$ cat config.mk
export PLATFORM = sky130hd
export DESIGN_NAME = contiguous_block_allocator_fit_policy
export DESIGN_NICKNAME = d
export VERILOG_FILES = /design/src/cbafp_pkg.sv /design/src/cbafp_datapath.sv /design/src/cbafp_ctrl.sv /design/src/contiguous_block_allocator_fit_policy.sv
export SDC_FILE = /design/constraint.sdc
export NUM_CORES = 2
export LEC_CHECK = 0
export ABC_CLOCK_PERIOD_IN_PS = 4800
export BUFFER_PORTS_ARGS = -buffer_cell sky130_fd_sc_hd__buf_2
export CORE_ASPECT_RATIO = 0.5
export CORE_MARGIN = 2
export CORE_UTILIZATION = 40
export CTS_CLUSTER_DIAMETER = 200
export DETAILED_ROUTE_END_ITERATION = 10
export HOLD_SLACK_MARGIN = 0.03
export PLACE_DENSITY = 0.61
export SETUP_SLACK_MARGIN = 0.5
export SLEW_MARGIN = 20
export SYNTH_ARGS = -nofsm -noshare
export SYNTH_HDL_FRONTEND = slang
export SYNTH_SLANG_ARGS = --single-unit
$ cat constraint.sdc
create_clock -name clk -period 4.8 [get_ports clk]
set_clock_uncertainty 0.15 [all_clocks]
set_input_delay 0.96 -clock clk [delete_from_list [all_inputs] [get_ports clk]]
set_output_delay 0.96 -clock clk [all_outputs]
set_load 0.01 [all_outputs]
$ cat src/cbafp_pkg.sv
// Package: shared types and constants for the contiguous block allocator.
package cbafp_pkg;

	localparam int NumBlocks = 64;
	localparam int NumSlots  = 8;
	localparam int BlkW      = $clog2(NumBlocks);
	localparam int CntW      = $clog2(NumBlocks + 1);
	localparam int SlotW     = $clog2(NumSlots);

	typedef enum logic [1:0] {
		FIT_FIRST = 2'd0,
		FIT_WORST = 2'd1,
		FIT_BEST  = 2'd2,
		FIT_SPARE = 2'd3
	} fit_mode_t;

	typedef struct packed {
		logic [6:0] request_size;
		logic [3:0] request_lifetime;
	} req_t;

	typedef struct packed {
		logic       placed;
		logic [5:0] start_block;
		logic       session_end;
		logic       session_failed;
		logic [6:0] free_count;
	} res_t;

	// controller to datapath
	typedef struct packed {
		logic load;   // capture request, session clear if needed
		logic scan;   // examine one block position
		logic commit; // write slot, tick lifetimes, rebuild map
		logic count;  // count one occupancy bit
	} dp_cmd_t;

	// datapath to controller
	typedef struct packed {
		logic scan_done;
		logic count_done;
	} dp_sts_t;

endpackage

$ cat src/cbafp_datapath.sv
// Datapath: slot storage, run scanner, lifetime tick and free counter.
module cbafp_datapath (
	input  logic                clk,
	input  logic                arst_n,
	input  cbafp_pkg::dp_cmd_t  cmd,
	output cbafp_pkg::dp_sts_t  sts,
	input  cbafp_pkg::req_t     req,
	input  logic [1:0]          fit_mode,
	output cbafp_pkg::res_t     res
);

	localparam int NB = cbafp_pkg::NumBlocks;
	localparam int NS = cbafp_pkg::NumSlots;

	logic [NB-1:0] slot_blocks_q [NS];
	logic [3:0]    slot_life_q [NS];
	logic [NS-1:0] slot_live_q;
	logic [NB-1:0] occ_q;
	logic [cbafp_pkg::SlotW-1:0] ctr_q;
	logic          any_fail_q;
	logic          clear_q;

	logic [6:0]    size_q;
	logic [3:0]    life_q;
	logic [cbafp_pkg::CntW-1:0] pos_q;      // scan position 0..NB
	logic [cbafp_pkg::BlkW-1:0] run_start_q;
	logic [cbafp_pkg::CntW-1:0] run_len_q;
	logic [cbafp_pkg::BlkW-1:0] best_start_q;
	logic [cbafp_pkg::CntW-1:0] best_len_q;
	logic          found_q;
	logic [cbafp_pkg::CntW-1:0] used_q;
	logic          placed_q;

	// scan step
	logic busy_b, fits, take;
	assign busy_b  = (pos_q == cbafp_pkg::CntW'(NB)) ||
		(!clear_q && occ_q[pos_q[cbafp_pkg::BlkW-1:0]]);
	assign fits = ({1'b0, run_len_q} >= {1'b0, size_q}) ;
	always_comb begin
		take = 1'b0;
		case (cbafp_pkg::fit_mode_t'(fit_mode))
			cbafp_pkg::FIT_WORST: take = run_len_q > best_len_q;
			cbafp_pkg::FIT_BEST:  take = fits && (!found_q || run_len_q < best_len_q);
			default:              take = fits && !found_q;
		endcase
	end

	// final decision
	logic found_f;
	always_comb begin
		if (fit_mode == cbafp_pkg::FIT_WORST)
			found_f = (best_len_q != '0) && ({1'b0, best_len_q} >= {1'b0, size_q});
		else
			found_f = found_q;
		found_f = found_f && (size_q != '0);
	end

	// commit: slot mask and tick
	logic [NB-1:0] mask, new_occ;
	logic [NB-1:0] nb [NS];
	logic [3:0]    nl [NS];
	logic [NS-1:0] nv;
	always_comb begin
		mask = '0;
		for (int b = 0; b < NB; b++)
			mask[b] = (b >= best_start_q) && (b < int'(best_start_q) + int'(size_q));
		new_occ = '0;
		for (int i = 0; i < NS; i++) begin
			nb[i] = clear_q ? '0 : slot_blocks_q[i];
			nl[i] = slot_life_q[i];
			nv[i] = clear_q ? 1'b0 : slot_live_q[i];
			if (ctr_q == cbafp_pkg::SlotW'(i)) begin
				nb[i] = found_f ? mask : '0;
				nl[i] = life_q;
				nv[i] = 1'b1;
			end
			if (nv[i]) begin
				if (nl[i] != 4'd0) nl[i] = nl[i] - 4'd1;
				else begin
					nb[i] = '0;
					nv[i] = 1'b0;
				end
			end
			new_occ = new_occ | nb[i];
		end
	end

	always_ff @(posedge clk or negedge arst_n) begin
		if (!arst_n) begin
			slot_live_q <= '0;
			occ_q       <= '0;
			ctr_q       <= '0;
			any_fail_q  <= 1'b0;
			clear_q     <= 1'b0;
			for (int i = 0; i < NS; i++) begin
				slot_blocks_q[i] <= '0;
				slot_life_q[i]   <= '0;
			end
		end else if (cmd.load) begin
			clear_q <= (ctr_q == '0);
		end else if (cmd.commit) begin
			for (int i = 0; i < NS; i++) begin
				slot_blocks_q[i] <= nb[i];
				slot_life_q[i]   <= nl[i];
			end
			slot_live_q <= nv;
			occ_q       <= new_occ;
			any_fail_q  <= (clear_q ? 1'b0 : any_fail_q) | !found_f;
			clear_q     <= 1'b0;
		end else if (cmd.count && pos_q == cbafp_pkg::CntW'(NB - 1)) begin
			ctr_q <= (ctr_q == cbafp_pkg::SlotW'(NS - 1)) ? '0 : ctr_q + 1'b1;
		end
	end

	// scan and count registers
	always_ff @(posedge clk) begin
		if (cmd.load) begin
			size_q     <= req.request_size;
			life_q     <= req.request_lifetime;
			pos_q      <= '0;
			run_len_q  <= '0;
			run_start_q <= '0;
			best_len_q <= '0;
			best_start_q <= '0;
			found_q    <= 1'b0;
		end else if (cmd.scan) begin
			if (!busy_b) begin
				if (run_len_q == '0) run_start_q <= pos_q[cbafp_pkg::BlkW-1:0];
				run_len_q <= run_len_q + 1'b1;
			end else begin
				if (run_len_q != '0 && take) begin
					found_q      <= (fit_mode != cbafp_pkg::FIT_WORST);
					best_len_q   <= run_len_q;
					best_start_q <= run_start_q;
				end
				run_len_q <= '0;
			end
			pos_q <= pos_q + 1'b1;
		end else if (cmd.commit) begin
			pos_q    <= '0;
			used_q   <= '0;
			placed_q <= found_f;
		end else if (cmd.count) begin
			used_q <= used_q + cbafp_pkg::CntW'(occ_q[pos_q[cbafp_pkg::BlkW-1:0]]);
			pos_q  <= pos_q + 1'b1;
		end
	end

	assign sts.scan_done  = (pos_q == cbafp_pkg::CntW'(NB));
	assign sts.count_done = (pos_q == cbafp_pkg::CntW'(NB - 1));

	// result assembled on the last count step
	logic last;
	logic [cbafp_pkg::CntW-1:0] used_f;
	assign last   = (ctr_q == cbafp_pkg::SlotW'(NS - 1));
	assign used_f = used_q + cbafp_pkg::CntW'(occ_q[pos_q[cbafp_pkg::BlkW-1:0]]);
	always_comb begin
		res.placed         = placed_q;
		res.start_block    = placed_q ? 6'(best_start_q) : 6'd0;
		res.session_end    = last;
		res.session_failed = last && any_fail_q;
		res.free_count     = 7'(cbafp_pkg::CntW'(NB) - used_f);
	end

endmodule

$ cat src/cbafp_ctrl.sv
// Controller: sequences load, block scan, commit and free-block count.
module cbafp_ctrl (
	input  logic               clk,
	input  logic               arst_n,
	input  logic               start,
	output logic               busy,
	output logic               done,
	output cbafp_pkg::dp_cmd_t cmd,
	input  cbafp_pkg::dp_sts_t sts
);

	typedef enum logic [4:0] {
		ST_IDLE   = 5'b00001,
		ST_SCAN   = 5'b00010,
		ST_COMMIT = 5'b00100,
		ST_COUNT  = 5'b01000,
		ST_SPARE  = 5'b10000
	} state_t;

	state_t state_q, state_d;

	always_comb begin
		state_d = state_q;
		cmd     = '0;
		done    = 1'b0;
		case (state_q)
			ST_IDLE: begin
				if (start) begin
					cmd.load = 1'b1;
					state_d  = ST_SCAN;
				end
			end
			ST_SCAN: begin
				cmd.scan = 1'b1;
				if (sts.scan_done) state_d = ST_COMMIT;
			end
			ST_COMMIT: begin
				cmd.commit = 1'b1;
				state_d    = ST_COUNT;
			end
			ST_COUNT: begin
				cmd.count = 1'b1;
				if (sts.count_done) begin
					done    = 1'b1;
					state_d = ST_IDLE;
				end
			end
			default: state_d = ST_IDLE;
		endcase
	end

	always_ff @(posedge clk or negedge arst_n) begin
		if (!arst_n) state_q <= ST_IDLE;
		else         state_q <= state_d;
	end

	assign busy = (state_q != ST_IDLE);

endmodule

$ cat src/contiguous_block_allocator_fit_policy.sv
// Top level: contiguous block allocator with first, worst and best fit.
// Sequence: from the edge that accepts start to the edge that ends the done
// cycle, 65 scan steps over the bitmap, one commit, 64 count steps.
// A new request is accepted only while busy is low, after done. The receiver
// cannot stall: done is a one-cycle strobe.
// Reset: arst_n clears all slots, the map, session counter and fit mode.
module contiguous_block_allocator_fit_policy (
	input  logic            clk,
	input  logic            arst_n,
	input  logic            start,
	output logic            busy,
	input  cbafp_pkg::req_t req,
	output logic            done,
	output cbafp_pkg::res_t res,
	input  logic            cfg_valid,
	output logic            cfg_ready,
	input  logic [1:0]      cfg_data
);

	cbafp_pkg::dp_cmd_t cmd;
	cbafp_pkg::dp_sts_t sts;
	logic [1:0] fit_mode_q;

	// config register transfer, only while no request is in flight
	assign cfg_ready = !busy;
	always_ff @(posedge clk or negedge arst_n) begin
		if (!arst_n) fit_mode_q <= cbafp_pkg::FIT_FIRST;
		else if (cfg_valid && cfg_ready) fit_mode_q <= cfg_data;
	end

	cbafp_ctrl u_ctrl (
		.clk(clk), .arst_n(arst_n), .start(start), .busy(busy),
		.done(done), .cmd(cmd), .sts(sts)
	);

	cbafp_datapath u_dp (
		.clk(clk), .arst_n(arst_n), .cmd(cmd), .sts(sts), .req(req),
		.fit_mode(fit_mode_q), .res(res)
	);

	a_one_cmd: assert property (@(posedge clk) disable iff (!arst_n)
		$countones({cmd.load, cmd.scan, cmd.commit, cmd.count}) <= 1)
		else $error("more than one datapath command");
	a_done_busy: assert property (@(posedge clk) disable iff (!arst_n)
		done |-> busy) else $error("done while idle");
	a_commit_count: assert property (@(posedge clk) disable iff (!arst_n)
		cmd.commit |=> cmd.count) else $error("commit not followed by count");
	a_place_start: assert property (@(posedge clk) disable iff (!arst_n)
		(done && !res.placed) |-> (res.start_block == 6'd0))
		else $error("failed request with start block");

endmodule
# After elaboration in Yosys (flattened, before gate mapping)
# Cells that the tools add are included.
# totals
output_inout_bits	19
regBits	681
word_cells	426
inputBits	17
# op_classes
n_addsub	14
bitwise_logic	12
order_cmp	132
eq_ne	20
mux	114
reduce_logical	101
# op_table
op	count
$mux W64	33
$lt A7 B32 Y1 const A	32
$lt A6 B32 Y1 const A	16
$or A64 B64 Y64	7
$lt A5 B32 Y1 const A	8
$ge A6 B6 Y1 const A	31
$lt A4 B32 Y1 const A	4
$ge A5 B6 Y1 const A	16
$mux W4	24
$logic_and A1 B1 Y1	72
$lt A3 B32 Y1 const A	2
$ge A4 B6 Y1 const A	8
$mux W1	44
$mux W7	5
$lt A1 B32 Y1 const A	1
$lt A2 B32 Y1 const A	1
$reduce_bool A4 Y1	8
$sub A4 B1 Y4 const B	8
$ge A3 B6 Y1 const A	4
$reduce_bool A7 Y1	3
$pmux W5 S4	1
$reduce_and A3 Y1	6
$mux W5	3
$add A7 B1 Y7 const B	2
37 further kinds	54

# Depth between registers and ports, before layout
# depth
depth_word	15
ltp_mapped	16
ltp_nobuf	14

# Modules after synthesis
# Synthesis repeated with hierarchy kept, for this count alone.
# hier_totals
cells_unflattened	3346
hier_area_um2	32728.9
# modules_own_cells
module	instances	seq_area_each_um2	cells_per_inst	area_each_um2
cbafp_datapath	1	16791.1	3320	32427.4
cbafp_ctrl	1	101.3	20	203.9
contiguous_block_allocator_fit_policy	1	50.0	6	97.6

# Least setup slack after synthesis
# OpenSTA, ideal clock, no wires.
# synth_path
path_kind	register to output
startpoint	reg u_dp.pos_q[1] (netlist bit)
endpoint	out res[4] (netlist bit)
required_ns	3.690
path_buffers	2
t_arrival_ns	2.854
path_slack_ns	0.836
path_stages_with_launch	16
cell_sequence	dfxtp_1 buf_2 buf_2 mux4_2 mux2i_1 mux2i_1 a21oi_1 a21boi_0 ha_1 ha_1 inv_1 ha_1 nor2_1 a21oi_1 a32oi_1 xor2_1
# synth_rtl
item	line	source
start, declared	cbafp_datapath.sv:25	logic [cbafp_pkg::CntW-1:0] pos_q;
start signal, assigned	cbafp_datapath.sv:138	pos_q <= pos_q + 1'b1;
start signal, assigned	cbafp_datapath.sv:145	pos_q <= pos_q + 1'b1;
end, declared	contiguous_block_allocator_fit_policy.sv:14	output cbafp_pkg::res_t res,

==> metrics.md <==
| Metric | Value |
|---|---|
| Critical Path AT | `about 3700 ps` |
| Buf/Inv on CP | `4` |
| Peak supply drop | `roughly 0.25 mV` |
| Avg WL per Cell | `approximately 28 um` |
| Via density | `roughly 6.6` |
| Most frequent cells in the layout | `dfrtp_1 (626), a22o_1 (476), nand2_1 (259), o21ai_0 (177), nor2_1 (175)` |
| Largest net degree at the start of global routing | `between 150 and 200` |
| Post-Synth Adder-Cell Area | `under 10%` |
| Unique cell type count in the Yosys netlist | `around 110` |
| Yosys top cell area share | `about 48%` |
| Simple-gate share of the synthesized area | `a little over a tenth` |
| CP required | `about 3700 ps` |
| CP Launch Type | `flop` |
| Final Instance Count excl. Fillers | `about 4200` |
| Fmax | `210 MHz` |
| Slowest stage cell, crit path | `mux4_2` |
| Slew Limit Fails | `0` |
| H-Tree Depth | `3` |
| Gpl congestion | `a little under 1` |
| Worst Hold Class | `input port to asynchronous set/reset pin` |
| Die area | `roughly 84000 um2` |
| Xor and xnor fraction of the mapped netlist area | `0.927%` |
| Worst-path cell chain | `buf_12 -> mux4_2 -> mux2i_2 -> mux2i_2 -> a21oi_2 -> a21boi_2 -> buf_6 -> ha_4 -> ha_4 -> inv_4 -> ha_4 -> nor2_4 -> a21oi_2 -> a32oi_1 -> xor2_1 -> buf_2` |
| CTS tree | `built` |
| Reg clk slew, reported paths | `roughly 60 ps` |
| I/O pin count | `36` |
| Placed insts | `roughly 4100` |
| Final setup margin | `~32 ps` |
| Layout area overhead | `14.0%` |
| Final hold vios | `0` |
| FF+latch count, synth | `slightly below 700` |
| Post-synth EDFFs | `19` |
| DP HPWL | `about 74000 um` |
| # fillers | `between 7000 and 8000` |
| Post-place setup slack | `roughly 350 ps` |
| Top cells by area, synth | `dfrtp_1 (48%), a22o_1 (13%), nand2_1 (3.0%)` |
| Cell accounting for the most synthesized area | `dfrtp_1` |
| First-pass DRT Iterations | `9` |
| Fin Setup TNS | `0 ps` |
| Mux cell area share after synthesis | `roughly 2.6%` |
| Chip Height | `between 200 and 250 um` |
| Most common cell after layout, fill and taps aside | `dfrtp_1` |
| CP max FO | `4` |
| WHS | `192 ps` |
| Core area | `81400 um2` |
| Compound-Gate Fraction of Synth Area | `around 28%` |
| Cell Rows | `74` |
| Leakage power | `16.3 nW` |
| Crit path max-delay family | `multiplexers` |
| Synth Flop Type | `dfrtp_1` |
| Initial antenna violation count | `3` |
| Share of post-route cells with drive strength above 1 | `14.6%` |
| Ys async rst share | `92.2%` |
| Clk_lat worst skew | `about 630 ps` |
| Most used cell, CP | `ha_4` |
| Syn. warnings | `0` |
| Slew @ Worst Pin | `around 1100 ps` |
| Iter 0 DRT Violations | `between 3000 and 4000` |
| Setup CP Type | `flop to output pin` |
| Nets | `a little over 3000` |
| First-pass GRT wire length | `177000 um` |
| Maximum buffer depth of the clock tree | `3` |
| Starting Density | `between 40% and 50%` |
| TritonCTS Sinks | `680` |
| Final setup viols | `0` |
| CP max stage delay | `approximately 500 ps` |
| Power Total | `14.4 mW` |
| Maxcap violations | `0` |
| Syn Inst Count | `3041` |
| Routed vias | `about 27000` |
| Post-route ant nets | `0` |
| Status | `completed` |
| Root buffer cell | `clkbuf_16` |
| CTS buffer count | `slightly below 70` |
| Crit path capture type | `output pin` |
| RSZ-0062 raised after global routing | `yes` |
| Tmin final | `roughly 4800 ps` |
| PortBufs | `35` |
| Syn avg cell area | `roughly 11 um2` |
| Power density cells | `386 nW/um2` |
| Register area share after synthesis | `approximately half` |
| Routed WL | `117000 um` |
| Largest family of logic cells by synthesized area | `compound AO/OA/AOI/OAI gates` |
| Syn_nets | `between 3000 and 4000` |
| Die span in x | `409 um` |
| Slew HR | `approximately a quarter` |
| Tot GR Track Use | `a little over a quarter` |
| Post-route DRC violation count | `0` |
| Grt ovf | `0` |
| Period utilisation layout | `a little under 100%` |
| Cell Area, Synth | `around 33000 um2` |
| Vias in the first global route | `26800` |
## sequential cells by signal, indices dropped and copies added (netlist names), 7 cells and up
register and cells:
u_dp.best_len_q 7, u_dp.occ_q 64, u_dp.pos_q 7, u_dp.run_len_q 7, u_dp.size_q 7, u_dp.slot_blocks_q 512
u_dp.slot_life_q 32, u_dp.slot_live_q 8, u_dp.used_q 7
## cell usage after synthesis, types with 13 or more instances
cell	count
dfxtp_1	34
ha_1	48
a31oi_1	20
buf_2	35
nand2_1	260
edfxtp_1	19
mux2_2	13
and3_1	20
a221oi_1	55
a22o_1	476
xnor2_1	17
buf_1	20
o21ai_0	178
nor3_1	34
a222oi_1	76
a21oi_1	157
nor2_1	177
nand4_1	22
a41oi_1	17
xor2_1	14
inv_1	46
dfrtp_1	626
nand3_1	70
o22a_1	13
mux2i_1	53
and2_1	30
clkbuf_1	203
nor2b_1	22
nand2b_1	22
## metal layers
| metal | global-route usage, % | wire length [um] | vias to the layer above |
|---|---|---|---|
| met1 | 39.9 | 51100 | 14100 |
| met3 | 5.87 | 12200 | 226 |
| met2 | 41.0 | 50500 | 1598 |
| li1 | - | - | 11600 |
| met5 | 0 | 13 | - |
| met4 | 8.58 | 3120 | 2 |
## logic make-up after synthesis
kind of cell | Yosys count
buffers and inverters | 320
XOR/XNOR | 33
AND/OR/NAND/NOR | 729
flip-flops | 680
adder cells (fa/ha/maj) | 49
AO/OA/AOI/OAI | 1156
multiplexers | 74
## per-stage QoR
stage,utilization [%],instance area [um2]
CTS,45.8,37300
finish,45.9,37400
global placement,42.8,34800
global route,45.9,37400
detailed placement,42.8,34800
floorplan,-,32800
## power breakdown
| group | total (mW) | internal [mW] | switching, mW |
|---|---|---|---|
| Combinational | 2.73 | 0.691 | 2.04 |
| Clock | 5.68 | 3.28 | 2.40 |
| Sequential | 6.02 | 5.86 | 0.166 |
| Total | 14.4 | 9.83 | 4.60 |
## layout make-up
type                    instances  area (um2)  area share, %
repair buffers                192        1700           4.54
clock inverters                26         347          0.927
inverters                      48         185          0.495
diodes                          1        2.50        0.00670
multi-input cells            2041       14800           39.7
flip-flops and latches        680       17000           45.4
clock buffers                  98        1990           5.32
well taps                    1102        1380           3.69
## path summary, 6_finish.rpt
path                                                  start                             endpoint  slack (ps)  cells after the start
setup / recovery                 u_dp.pos_q[1]$_SDFFE_PP0P_                               res[4]          30                     16
setup reg to reg                   u_dp.size_q[0]$_DFFE_PP_   u_dp.slot_blocks_q[48]$_DFFE_PN0P_         650                     10
hold reg to reg            u_dp.run_start_q[0]$_SDFFE_PP0P_    u_dp.best_start_q[0]$_SDFFE_PP0P_         320                      2
hold / removal                                       arst_n  u_dp.slot_blocks_q[290]$_DFFE_PN0P_         190                      1
max in group asynchronous                            arst_n        u_ctrl.state_q[0]$_DFFE_PN1P_        3210                      2
min in group clk           u_dp.run_start_q[0]$_SDFFE_PP0P_    u_dp.best_start_q[0]$_SDFFE_PP0P_         320                      2
## repair_timing
item	CTS	global route
pin swaps	8	5
hold buffers	0	0
setup buffers	6	2
resized for setup	20	16
setup endpoints to repair	6	61
gates cloned	0	0
endpoints found under the hold margin	0	0
(Power assumes the default switching activity.)
